File: config.mk
export PLATFORM = sky130hd
export DESIGN_NAME = ntp_offset_sync_tracker
export DESIGN_NICKNAME = d
export VERILOG_FILES = /design/src/hw/rtl/ntpo_pkg.sv /design/src/hw/rtl/ntpo_conv.sv /design/src/hw/rtl/ntpo_diff.sv /design/src/hw/rtl/ntpo_track.sv /design/src/hw/rtl/ntp_offset_sync_tracker.sv
export SDC_FILE = /design/constraint.sdc
export NUM_CORES = 2
export LEC_CHECK = 0
export ABC_AREA = 1
export BUFFER_PORTS_ARGS = -buffer_cell sky130_fd_sc_hd__buf_2
export CAP_MARGIN = 5
export CORE_MARGIN = 1.5
export CORE_UTILIZATION = 35
export DETAILED_ROUTE_END_ITERATION = 8
export GPL_TIMING_DRIVEN = 0
export PLACE_DENSITY = 0.58
export SETUP_SLACK_MARGIN = 0.02
export SKIP_CTS_REPAIR_TIMING = 1
export SKIP_LAST_GASP = 1
export SYNTH_ARGS = -nofsm -noshare
export SYNTH_HDL_FRONTEND = slang
export SYNTH_HIERARCHICAL = 1
export SYNTH_SLANG_ARGS = --single-unit
File: constraint.sdc
create_clock -name clk -period 65.3 [get_ports clk]
set_clock_uncertainty 0.15 [all_clocks]
set_input_delay 19.59 -clock clk [delete_from_list [all_inputs] [get_ports clk]]
set_output_delay 19.59 -clock clk [all_outputs]
set_load 0.02 [all_outputs]
File: src/hw/rtl/ntpo_pkg.sv
// ntpo_pkg: shared types, codes and constants for the NTP offset tracker.
// Used by every module under hw/rtl; depends on nothing else.
package ntpo_pkg;

  localparam int unsigned PW = 54;  // signed microsecond product width
  localparam int unsigned DW = 56;  // difference / offset datapath width
  localparam int unsigned UW = 20;  // microsecond fraction width
  localparam int unsigned OW = 63;  // offset and delay port width

  localparam logic [31:0] EPOCH_SHIFT_S = 32'd2208988800;  // 1900 -> 1970
  localparam logic [19:0] US_PER_S      = 20'd1000000;
  localparam logic [10:0] MIN_PKT_LEN   = 11'd48;

  typedef enum logic [1:0] {
    REQ_SEND    = 2'd0,
    REQ_RESP    = 2'd1,
    REQ_TIMEOUT = 2'd2
  } req_t;

  typedef enum logic [1:0] {
    ST_UNSYNCED  = 2'd0,
    ST_REQUESTED = 2'd1,
    ST_PARTIAL   = 2'd2,
    ST_SYNCED    = 2'd3
  } status_t;

  typedef enum logic [2:0] {
    EV_IGNORED   = 3'd0,
    EV_REQUESTED = 3'd1,
    EV_NO_RESP   = 3'd2,
    EV_RESP_ERR  = 3'd3,
    EV_PARTIAL   = 3'd4,
    EV_SYNCED    = 3'd5,
    EV_SILENT    = 3'd6
  } event_t;

  typedef enum logic [1:0] {
    CFG_SYNC_THR = 2'd0,
    CFG_ACCURACY = 2'd1,
    CFG_FAST_IVL = 2'd2,
    CFG_LONG_IVL = 2'd3
  } cfg_idx_t;

  // Control carried alongside the datapath to the decision stage
  typedef struct packed {
    logic [1:0] req_type;
    logic       len_ok;
  } ctl_t;

  typedef struct packed {
    logic [19:0] sync_thr;
    logic [19:0] accuracy;
    logic [31:0] fast_ivl;
    logic [31:0] long_ivl;
  } cfg_t;

  // Whole-second and fraction parts of T1..T4, in microseconds
  typedef struct packed {
    logic [PW-1:0] s1;
    logic [PW-1:0] s2;
    logic [PW-1:0] s3;
    logic [PW-1:0] s4;
    logic [UW-1:0] u1;
    logic [UW-1:0] u2;
    logic [UW-1:0] u3;
    logic [UW-1:0] u4;
  } prod_t;

endpackage

File: src/hw/rtl/ntpo_conv.sv
// ntpo_conv: first pipeline stage, timestamp to microsecond conversion.
// Depends on ntpo_pkg.
module ntpo_conv import ntpo_pkg::*; (
  input  logic          clk,
  input  logic          rst_n,
  input  logic          i_valid,
  output logic          i_ready,
  input  logic [1:0]    i_req_type,
  input  logic [10:0]   i_packet_len,
  input  logic [63:0]   i_t1,
  input  logic [63:0]   i_t2,
  input  logic [63:0]   i_t3,
  input  logic [31:0]   i_t4_sec,
  input  logic [19:0]   i_t4_usec,
  output logic          o_valid,
  input  logic          o_ready,
  output ctl_t          o_ctl,
  output prod_t         o_prod
);

  // Seconds since 1900 to signed microseconds since 1970; zero stays zero
  function automatic logic [PW-1:0] sec_to_us(input logic [31:0] sec);
    logic [PW-1:0] s;
    s = (sec == 32'd0) ? '0 : (PW'(sec) - PW'(EPOCH_SHIFT_S));
    return PW'(s * PW'(US_PER_S));
  endfunction

  // floor(frac * 1e6 / 2^32)
  function automatic logic [UW-1:0] frac_to_us(input logic [31:0] frac);
    logic [51:0] p;
    p = 52'(frac) * 52'(US_PER_S);
    return p[51:32];
  endfunction

  logic  v_r;
  logic  ld;
  ctl_t  ctl_r;
  ctl_t  ctl_nxt;
  prod_t prod_r;
  prod_t prod_nxt;

  assign ld      = !v_r || o_ready;
  assign i_ready = ld;

  always_comb begin
    ctl_nxt.req_type = i_req_type;
    ctl_nxt.len_ok   = (i_packet_len >= MIN_PKT_LEN);
    prod_nxt.s1      = sec_to_us(i_t1[63:32]);
    prod_nxt.s2      = sec_to_us(i_t2[63:32]);
    prod_nxt.s3      = sec_to_us(i_t3[63:32]);
    prod_nxt.s4      = PW'(PW'(i_t4_sec) * PW'(US_PER_S));
    prod_nxt.u1      = frac_to_us(i_t1[31:0]);
    prod_nxt.u2      = frac_to_us(i_t2[31:0]);
    prod_nxt.u3      = frac_to_us(i_t3[31:0]);
    prod_nxt.u4      = i_t4_usec;
  end

  always_ff @(posedge clk) begin
    if (!rst_n) begin
      v_r <= 1'b0;
    end else if (ld) begin
      v_r <= i_valid;
    end
  end

  always_ff @(posedge clk) begin
    if (ld && i_valid) begin
      ctl_r  <= ctl_nxt;
      prod_r <= prod_nxt;
    end
  end

  assign o_valid = v_r;
  assign o_ctl   = ctl_r;
  assign o_prod  = prod_r;

endmodule

File: src/hw/rtl/ntpo_diff.sv
// ntpo_diff: second and third pipeline stages, timestamp differences,
// then offset and round-trip delay. Depends on ntpo_pkg.
module ntpo_diff import ntpo_pkg::*; (
  input  logic          clk,
  input  logic          rst_n,
  input  logic          i_valid,
  output logic          i_ready,
  input  ctl_t          i_ctl,
  input  prod_t         i_prod,
  output logic          o_valid,
  input  logic          o_ready,
  output ctl_t          o_ctl,
  output logic [DW-1:0] o_offset,
  output logic [DW-1:0] o_delay
);

  // Join whole and fractional microseconds, sign-extended to DW
  function automatic logic [DW-1:0] join_us(input logic [PW-1:0] s,
                                            input logic [UW-1:0] u);
    return {{(DW-PW){s[PW-1]}}, s} + DW'(u);
  endfunction

  logic          v2_r;
  logic          v3_r;
  logic          ld2;
  logic          ld3;
  ctl_t          ctl2_r;
  ctl_t          ctl3_r;
  logic [DW-1:0] d21_nxt;
  logic [DW-1:0] d34_nxt;
  logic [DW-1:0] d21_r;
  logic [DW-1:0] d34_r;
  logic [DW-1:0] sum;
  logic [DW-1:0] rnd;
  logic [DW-1:0] off_nxt;
  logic [DW-1:0] dly_nxt;
  logic [DW-1:0] off_r;
  logic [DW-1:0] dly_r;

  assign ld3     = !v3_r || o_ready;
  assign ld2     = !v2_r || ld3;
  assign i_ready = ld2;

  always_comb begin
    d21_nxt = join_us(i_prod.s2, i_prod.u2) - join_us(i_prod.s1, i_prod.u1);
    d34_nxt = join_us(i_prod.s3, i_prod.u3) - join_us(i_prod.s4, i_prod.u4);
  end

  // Halve with truncation toward zero: bias negatives by one, then shift
  always_comb begin
    sum     = d21_r + d34_r;
    rnd     = sum + DW'(sum[DW-1]);
    off_nxt = {rnd[DW-1], rnd[DW-1:1]};
    dly_nxt = d21_r - d34_r;
  end

  always_ff @(posedge clk) begin
    if (!rst_n) begin
      v2_r <= 1'b0;
      v3_r <= 1'b0;
    end else begin
      if (ld2) begin
        v2_r <= i_valid;
      end
      if (ld3) begin
        v3_r <= v2_r;
      end
    end
  end

  always_ff @(posedge clk) begin
    if (ld2 && i_valid) begin
      ctl2_r <= i_ctl;
      d21_r  <= d21_nxt;
      d34_r  <= d34_nxt;
    end
    if (ld3 && v2_r) begin
      ctl3_r <= ctl2_r;
      off_r  <= off_nxt;
      dly_r  <= dly_nxt;
    end
  end

  assign o_valid  = v3_r;
  assign o_ctl    = ctl3_r;
  assign o_offset = off_r;
  assign o_delay  = dly_r;

endmodule

File: src/hw/rtl/ntpo_track.sv
// ntpo_track: final stage, sync decision, status state and result register.
// Depends on ntpo_pkg.
module ntpo_track import ntpo_pkg::*; (
  input  logic          clk,
  input  logic          rst_n,
  input  cfg_t          cfg,
  input  logic          i_valid,
  output logic          i_ready,
  input  ctl_t          i_ctl,
  input  logic [DW-1:0] i_offset,
  input  logic [DW-1:0] i_delay,
  output logic          o_valid,
  input  logic          o_ready,
  output logic [2:0]    o_event_code,
  output logic          o_apply_offset,
  output logic [OW-1:0] o_clk_ofs_us,
  output logic [OW-1:0] o_delay_us,
  output logic [31:0]   o_next_interval_ms,
  output logic [1:0]    o_sync_status
);

  logic          ld;
  logic          take;
  logic          valid_r;
  status_t       status_r;
  status_t       status_nxt;
  logic          was_partial_r;
  logic          was_partial_nxt;
  logic [DW-1:0] mag;
  logic          lt_sec;
  logic          apply;
  logic          partial;
  event_t        ev_nxt;
  event_t        ev_r;
  logic          ap_nxt;
  logic          ap_r;
  logic [DW-1:0] off_nxt;
  logic [DW-1:0] off_r;
  logic [DW-1:0] dly_nxt;
  logic [DW-1:0] dly_r;
  logic [31:0]   ivl_nxt;
  logic [31:0]   ivl_r;

  assign ld      = !valid_r || o_ready;
  assign i_ready = ld;
  assign take    = ld && i_valid;

  always_comb begin
    mag     = i_offset[DW-1] ? (DW'(0) - i_offset) : i_offset;
    lt_sec  = (mag < DW'(US_PER_S));
    apply   = !(lt_sec && (mag < DW'(cfg.sync_thr)));
    partial = !lt_sec || (mag > DW'(cfg.accuracy));
  end

  always_comb begin
    status_nxt      = status_r;
    was_partial_nxt = was_partial_r;
    ev_nxt          = EV_IGNORED;
    ap_nxt          = 1'b0;
    off_nxt         = '0;
    dly_nxt         = '0;
    ivl_nxt         = '0;
    unique case (i_ctl.req_type)
      REQ_SEND: begin
        status_nxt = ST_REQUESTED;
        ev_nxt     = EV_REQUESTED;
      end
      REQ_TIMEOUT: begin
        status_nxt = ST_UNSYNCED;
        ev_nxt     = EV_NO_RESP;
      end
      REQ_RESP: begin
        if (status_r == ST_REQUESTED) begin
          if (!i_ctl.len_ok) begin
            status_nxt = ST_UNSYNCED;
            ev_nxt     = EV_RESP_ERR;
          end else begin
            ap_nxt  = apply;
            off_nxt = i_offset;
            dly_nxt = i_delay;
            if (partial) begin
              status_nxt      = ST_PARTIAL;
              was_partial_nxt = 1'b1;
              ivl_nxt         = cfg.fast_ivl;
              ev_nxt          = apply ? EV_PARTIAL : EV_SILENT;
            end else begin
              status_nxt      = ST_SYNCED;
              was_partial_nxt = 1'b0;
              ivl_nxt         = cfg.long_ivl;
              ev_nxt          = (apply || was_partial_r) ? EV_SYNCED : EV_SILENT;
            end
          end
        end
      end
      default: ;
    endcase
  end

  always_ff @(posedge clk) begin
    if (!rst_n) begin
      valid_r       <= 1'b0;
      status_r      <= ST_UNSYNCED;
      was_partial_r <= 1'b0;
    end else begin
      if (ld) begin
        valid_r <= i_valid;
      end
      if (take) begin
        status_r      <= status_nxt;
        was_partial_r <= was_partial_nxt;
      end
    end
  end

  always_ff @(posedge clk) begin
    if (take) begin
      ev_r  <= ev_nxt;
      ap_r  <= ap_nxt;
      off_r <= off_nxt;
      dly_r <= dly_nxt;
      ivl_r <= ivl_nxt;
    end
  end

  // Status is shown as left by the beat in the result register
  logic [1:0] status_shown_r;

  always_ff @(posedge clk) begin
    if (take) begin
      status_shown_r <= status_nxt;
    end
  end

  assign o_valid            = valid_r;
  assign o_event_code       = ev_r;
  assign o_apply_offset     = ap_r;
  assign o_clk_ofs_us       = {{(OW-DW){off_r[DW-1]}}, off_r};
  assign o_delay_us         = {{(OW-DW){dly_r[DW-1]}}, dly_r};
  assign o_next_interval_ms = ivl_r;
  assign o_sync_status      = status_shown_r;

endmodule

File: src/hw/rtl/ntp_offset_sync_tracker.sv
// ntp_offset_sync_tracker: top level of the NTP offset / delay tracker.
// Depends on ntpo_pkg, ntpo_conv, ntpo_diff and ntpo_track.
// Beats pass the conversion, difference, offset/delay and decision stages.
// One beat per cycle unless out_ready stalls it; four registered stages with
// per-stage valids, so bubbles close up while a result waits at the output.
// Reset (rst_n low, synchronous): stages empty, status unsynced,
// partial flag clear, registers back to their default values.
module ntp_offset_sync_tracker import ntpo_pkg::*; (
  input  logic                 clk,
  input  logic                 rst_n,
  // input events
  input  logic                 in_valid,
  output logic                 in_ready,
  input  logic [1:0]           in_req_type,
  input  logic [10:0]          in_packet_len,
  input  logic [63:0]          in_t1_origin,
  input  logic [63:0]          in_t2_receive,
  input  logic [63:0]          in_t3_transmit,
  input  logic [31:0]          in_t4_sec,
  input  logic [19:0]          in_t4_usec,
  // results
  output logic                 out_valid,
  input  logic                 out_ready,
  output logic [2:0]           out_event_code,
  output logic                 out_apply_offset,
  output logic signed [62:0]   out_clk_ofs_us,
  output logic signed [62:0]   out_delay_us,
  output logic [31:0]          out_next_interval_ms,
  output logic [1:0]           out_sync_status,
  // register writes
  input  logic                 cfg_valid,
  output logic                 cfg_ready,
  input  logic [1:0]           cfg_index,
  input  logic [31:0]          cfg_data
);

  // Register file; writes taken in any cycle. The user must write only while
  // the pipe is empty, not checked here, so no stage sees a half-changed set.
  cfg_t cfg_r;

  assign cfg_ready = 1'b1;

  always_ff @(posedge clk) begin
    if (!rst_n) begin
      cfg_r.sync_thr <= 20'd1000;
      cfg_r.accuracy <= 20'd10000;
      cfg_r.fast_ivl <= 32'd2000;
      cfg_r.long_ivl <= 32'd1800000;
    end else if (cfg_valid) begin
      unique case (cfg_idx_t'(cfg_index))
        CFG_SYNC_THR: cfg_r.sync_thr <= cfg_data[19:0];
        CFG_ACCURACY: cfg_r.accuracy <= cfg_data[19:0];
        CFG_FAST_IVL: cfg_r.fast_ivl <= cfg_data;
        CFG_LONG_IVL: cfg_r.long_ivl <= cfg_data;
      endcase
    end
  end

  // Stage 1: convert each timestamp to whole and fractional microseconds.
  // One constant multiply per part; the sum is left to the next stage.
  logic  s1_valid;
  logic  s1_ready;
  ctl_t  s1_ctl;
  prod_t s1_prod;

  ntpo_conv u_conv (
    .clk          (clk),
    .rst_n        (rst_n),
    .i_valid      (in_valid),
    .i_ready      (in_ready),
    .i_req_type   (in_req_type),
    .i_packet_len (in_packet_len),
    .i_t1         (in_t1_origin),
    .i_t2         (in_t2_receive),
    .i_t3         (in_t3_transmit),
    .i_t4_sec     (in_t4_sec),
    .i_t4_usec    (in_t4_usec),
    .o_valid      (s1_valid),
    .o_ready      (s1_ready),
    .o_ctl        (s1_ctl),
    .o_prod       (s1_prod)
  );

  // Stages 2 and 3: T2-T1 and T3-T4, then offset (halved toward zero)
  // and delay from those two differences.
  logic          s3_valid;
  logic          s3_ready;
  ctl_t          s3_ctl;
  logic [DW-1:0] s3_offset;
  logic [DW-1:0] s3_delay;

  ntpo_diff u_diff (
    .clk      (clk),
    .rst_n    (rst_n),
    .i_valid  (s1_valid),
    .i_ready  (s1_ready),
    .i_ctl    (s1_ctl),
    .i_prod   (s1_prod),
    .o_valid  (s3_valid),
    .o_ready  (s3_ready),
    .o_ctl    (s3_ctl),
    .o_offset (s3_offset),
    .o_delay  (s3_delay)
  );

  // Stage 4: all state lives here, so consecutive beats always see the
  // status left by the one before, even back to back.
  logic [OW-1:0] off_bits;
  logic [OW-1:0] dly_bits;

  ntpo_track u_track (
    .clk                (clk),
    .rst_n              (rst_n),
    .cfg                (cfg_r),
    .i_valid            (s3_valid),
    .i_ready            (s3_ready),
    .i_ctl              (s3_ctl),
    .i_offset           (s3_offset),
    .i_delay            (s3_delay),
    .o_valid            (out_valid),
    .o_ready            (out_ready),
    .o_event_code       (out_event_code),
    .o_apply_offset     (out_apply_offset),
    .o_clk_ofs_us       (off_bits),
    .o_delay_us         (dly_bits),
    .o_next_interval_ms (out_next_interval_ms),
    .o_sync_status      (out_sync_status)
  );

  assign out_clk_ofs_us = $signed(off_bits);
  assign out_delay_us   = $signed(dly_bits);

endmodule

## Word level (Yosys, flattened, before mapping)

Index checks and enable logic that the tools add are counted.

- Bits in registers: 762
- Latch bits: 0
- Bits in writable memories: 0
- Memory bits (read-only): 0
- Input port bits: 296
- Output and inout port bits: 167
- Word-level logic and storage cells: 108
- Memories kept: 0

- Add/sub/neg operators: 13
- Multipliers: 7
- Div/mod/pow operators: 0
- Order comparisons: 4
- Equal/unequal tests: 6
- Shift operators: 0
- Mux-type cells: 16
- Bitwise operators: 0
- Reduce and logical (&&, ||, !) cells: 28

Operators by type and width:

| operator | count |
|---|---|
| 32-bit by 14-bit multiplier with 46-bit output, second input constant | 4 |
| 56-bit subtractor | 3 |
| 54-bit by 21-bit adder with 55-bit output | 3 |
| 54-bit by 14-bit multiplier with 48-bit output, second input constant | 3 |
| 54-bit two-way mux | 3 |
| 32-bit by 32-bit subtractor with 33-bit output, second input constant | 3 |
| 32-bit logical NOT | 3 |
| 56-bit by 1-bit adder with 56-bit output | 1 |
| 56-bit adder | 1 |
| 56-bit by 20-bit greater-than comparator with 1-bit output | 1 |
| 56-bit by 20-bit < comparator with 1-bit output | 1 |
| 56-bit by 20-bit < comparator with 1-bit output, second input constant | 1 |
| 56-bit two-way mux | 1 |
| 1-bit by 55-bit subtractor with 56-bit output, first input constant | 1 |
| 52-bit by 20-bit adder with 53-bit output | 1 |
| 32-bit two-way mux | 1 |
| 11-bit by 6-bit greater-or-equal comparator with 1-bit output, second input constant | 1 |
| 3-bit two-way mux | 3 |
| 3-bit one-hot mux with 3 select lines | 1 |
| 2-bit two-way mux | 4 |
| 2-bit AND reduction | 4 |
| 2-bit by 1-bit equality test with 1-bit output, second input constant | 3 |
| 2-bit equality test, second input constant | 3 |
| 1-bit logical NOT | 6 |
| 7 further kinds | 18 |

## Longest topological paths before layout

- Word-level depth: 11
- Mapped depth: 35
- Gate-level depth less buffers: 35

## By module

Netlist, hierarchy kept.

By module, submodules not included:

| module | instances | cells each | area an instance (um^2) | sequential area each (um^2) |
|---|---|---|---|---|
| ntpo_conv | 1 | 8137 | 66351.1 | 8217.9 |
| ntpo_diff | 1 | 4278 | 29753.5 | 6916.6 |
| ntpo_track | 1 | 1196 | 9479.1 | 4584.4 |
| ntp_offset_sync_tracker | 1 | 617 | 4210.3 | 2082.0 |

## Worst setup path before layout

OpenSTA, ideal clock, no wires.

- Path kind: input to output
- Start point: input out_ready
- End point: output in_ready
- Data arrival time: 20082 ps
- Required time: 45560 ps
- Slack: 25478 ps
- Stages: 6
- Path buffers: 0
- Cells stage by stage: inv_1 > nand2_1 > inv_1 > nand3_1 > inv_1 > nand2_1

- Word-level cells in the longest chain between the ends: 4

Ends and longest elaborated chain:

| what | line | RTL |
|---|---|---|
| from (decl) | ntp_offset_sync_tracker.sv:23 | `input logic out_ready,` |
| 1-bit logical OR | ntpo_track.sv:44 | `assign ld = !valid_r \|\| o_ready;` |
| net s3_ready | ntp_offset_sync_tracker.sv:87 | `logic s3_ready;` |
| 1-bit logical OR | ntpo_diff.sv:40 | `assign ld3 = !v3_r \|\| o_ready;` |
| 1-bit logical OR | ntpo_diff.sv:41 | `assign ld2 = !v2_r \|\| ld3;` |
| net s1_ready | ntp_offset_sync_tracker.sv:62 | `logic s1_ready;` |
| 1-bit logical OR | ntpo_conv.sv:42 | `assign ld = !v_r \|\| o_ready;` |
| to (decl) | ntp_offset_sync_tracker.sv:13 | `output logic in_ready,` |

The timed path passes the listed nets, and every way through them passes these cells.

## Worst setup path after layout

Same ends and word-level chain as after synthesis.

==> results.toml <==
[run_status]
status = "complete, no violations"

[global_routing]
grt_pass1_vias = 89500
grt_util_all_layers = 0.202
grt_pass1_wl_um = 502000
antenna_found_initial = 44
grt-ovfl-total = 0
grt_max_degree = 84

[final_layout]
final_area_mm2 = 0.121
syn_to_final_growth_pct = 9.90
nNetsFinal = 17600
final_common_cell = "inv_1"
layout_common_cells = "3203 x inv_1, 3040 x nand2_1, 1507 x nor2_1"
finalNonFillerCells = 19000
drive_gt1_frac = 0.0690

[placed_design]
dp_cells = 18900
io_buffer_count = 449
routabilityCongestion = 0.951
place_ws_ns = 25.13
place_area_mm2 = 0.118
hpwl_um = 285000

[run]
max-cap-violations = 0

[synth]
synthArstFlopShare = 0
synth_cells = 14200
synth_xor_area_frac = 0.0315
ys.flop_type = "edfxtp_1"
synth_edf_count = 652
synth-simple-area-share = 0.215
synth_area_leaders = "fa_1 20%, edfxtp_1 18%, ha_1 16%"
ys_seq_elements = 763
yosys_warnings = 6
synthMuxAreaShare = 0
yosys.area.top_type = "fa_1"
synth_fa_ha_area_frac = 0.358
synth_area_mm2 = 0.110
synth_cell_types = 69
synth_compound_area_frac = 0.0742
synth_top_family_by_area = "adder cells"
yosysTopAreaCellShare = 0.197
syn_area_per_cell_um2 = 7.72
synth-seq-area-share = 0.199

[route]
drt_pass1_iterations = 6
drc = 0
antenna_left = 0
vias_per_cell = 4.72
first_iter_violations = 5799
wirelength_um = 322000
post_drt_wl_per_cell_um = 16.9
dr_total_vias = 89800

[floorplan]
core_mm2 = 0.312
dieHeight_um = 563
start_util = 0.352
die_w_um = 563
boundaryPins = 463
die_area_mm2 = 0.317
rows = 205

[worst_setup_path]
cp-startpoint = "out_ready"
cpPeakStageDelay_ns = 0.16
timing.rr.end = "u_diff/o_offset[31]"
endpoint = "in_ready"
crit_buf_inv = 5
critPathTopFamily = "buffers and inverters"
cp-end-kind = "output port"
cpMostUsedCell = "inv_1"
crit_path_top_delay_cell = "buf_2"
worst-path-stages = 8
r2r_start = "u_diff/d21_r[49]"
required_ns = 45.56
crit_path_start_kind = "input port"
r2r_cells = 21
reg2reg_slack_ns = 60.08
path_max_fanout = 3
crit_chain = "buf_2, inv_1, nand2_1, inv_1, nand3_1, inv_1, nand2_1, buf_2"
crit_type = "in2out"
cp_data_arrival_time_ns = 20.44

[clock_network]
cts.sink_count = 763
clkTransAtPathRegs_ns = 0.06
cts-root-buf = "clkbuf_16"
clock_path_buffers = 3
cts_buffers = 85
cts-htree-levels = 3
insertion_delay_ns = 0.74
cts_tree = "built"

[timing]
tightest_slew_ns = 1.14
rsz0062_at_grt = "no"
fin_ws_ns = 25.12
fmax_mhz = 24.9
slew_headroom = 0.230
fin_crit_sh = 0.615
finalMaxSlewViolations = 0
hold_viol_final = 0
tns_ns = 0
setup_viol = 0
fin_crit_ns = 40.18

[worst_hold_path]
min_path_type = "reg2reg"
==> worst reg2reg max path, delay by kind of cell (launching register included) <==
kind	cells	cell delay, ns
and+or+nand+nor	13	2.51
adders and majority gates	2	0.52
DFF	1	0.51
xor gates and xnor gates	1	0.20
AOI/OAI and AO/OA	1	0.21
buffers and inverters	4	0.81
==> area by class of cell <==
| type | instances | area, um^2 |
|---|---|---|
| well taps | 4140 | 5180 |
| fillers | 32900 | 191000 |
| plain buffers | 194 | 1170 |
| flip-flops and latches | 763 | 21800 |
| inverters | 3253 | 12200 |
| multi-input cells | 10000 | 74700 |
| clock inverters | 51 | 659 |
| repair buffers | 466 | 2630 |
| diodes | 23 | 57.6 |
| clock buffers | 103 | 2220 |
==> synthesized netlist by cell type (18+ instances only) <==
cell and instances:
xnor2_1 96, o21ai_0 387, ha_1 1412, o21bai_1 77, nor3_1 97, inv_1 3205
dfxtp_1 111, buf_6 18, nor4_1 28, nor2_2 66, inv_2 40, nand2_2 53
nor2_1 1507, o21a_1 47, buf_4 61, nand4_1 165, o21ai_1 52, a21oi_1 727
xor2_1 292, nand2_1 3040, buf_2 56, a31oi_1 63, nand3_1 560, a21boi_0 23
fa_1 1083, nor2_4 21, edfxtp_1 652, a21o_1 26, clkbuf_1 54
==> how the worst min path moves through the flow <==
| stage | from | slack (ns) | depth (start not counted) | to |
|---|---|---|---|---|
| floorplan | u_conv/o_ctl[0] | 0.25 | 0 | u_diff/ctl2_r[0] |
| global placement | u_conv/o_ctl[0] | 0.25 | 0 | u_diff/ctl2_r[0] |
| detailed placement | u_diff/ctl2_r[2] | 0.26 | 0 | u_diff/o_ctl[2] |
| CTS | u_diff/ctl2_r[2] | 0.27 | 0 | u_diff/o_ctl[2] |
| global route | u_conv/o_ctl[0] | 0.30 | 0 | u_diff/ctl2_r[0] |
| finish | u_diff/ctl2_r[1] | 0.27 | 0 | u_diff/o_ctl[1] |
==> state kept, by name, indices dropped and copies added (netlist names), 2 cells and up <==
signal	count
u_track/off_r	56
u_track/dly_r	56
u_conv/o_prod	270
u_track/status_r	2
u_diff/ctl2_r	3
u_diff/o_delay	56
u_track/o_next_interval_ms	32
u_conv/o_ctl	3
u_diff/d34_r	56
u_track/o_sync_status	2
u_diff/d21_r	56
u_diff/o_offset	55
cfg_r	104
u_diff/o_ctl	3
u_track/o_event_code	3
==> kinds of logic (layout without fill, tap and decap cells) <==
family / after synthesis / after routing
AND/OR/NAND/NOR: 5652 / 5652
XOR/XNOR: 392 / 392
other: 2 / 50
flip-flops: 763 / 763
adder cells (fa/ha/maj): 2495 / 2495
buffers and inverters: 3447 / 4067
AO/OA/AOI/OAI: 1477 / 1477
==> metal layers <==
layer	vias up	part of all wire	routed length (um)	GRT usage
li1	45500	-	-	-
met3	334	0.044	14100	0.0187
met2	1949	0.46	147000	0.338
met1	42000	0.47	151000	0.279
met4	28	0.030	9580	0.0564
met5	-	0.00052	168	0
==> through the flow <==
step / hold slack, ns / utilization
finish: 0.271 / 0.387
global route: 0.295 / 0.387
CTS: 0.274 / 0.387
detailed placement: 0.259 / 0.377
global placement: 0.254 / 0.376
floorplan: 0.250 / -
Power is left out: the tool's default activity adds up to more than one toggle a clock period on the data nets, which glitch-free logic cannot reach.
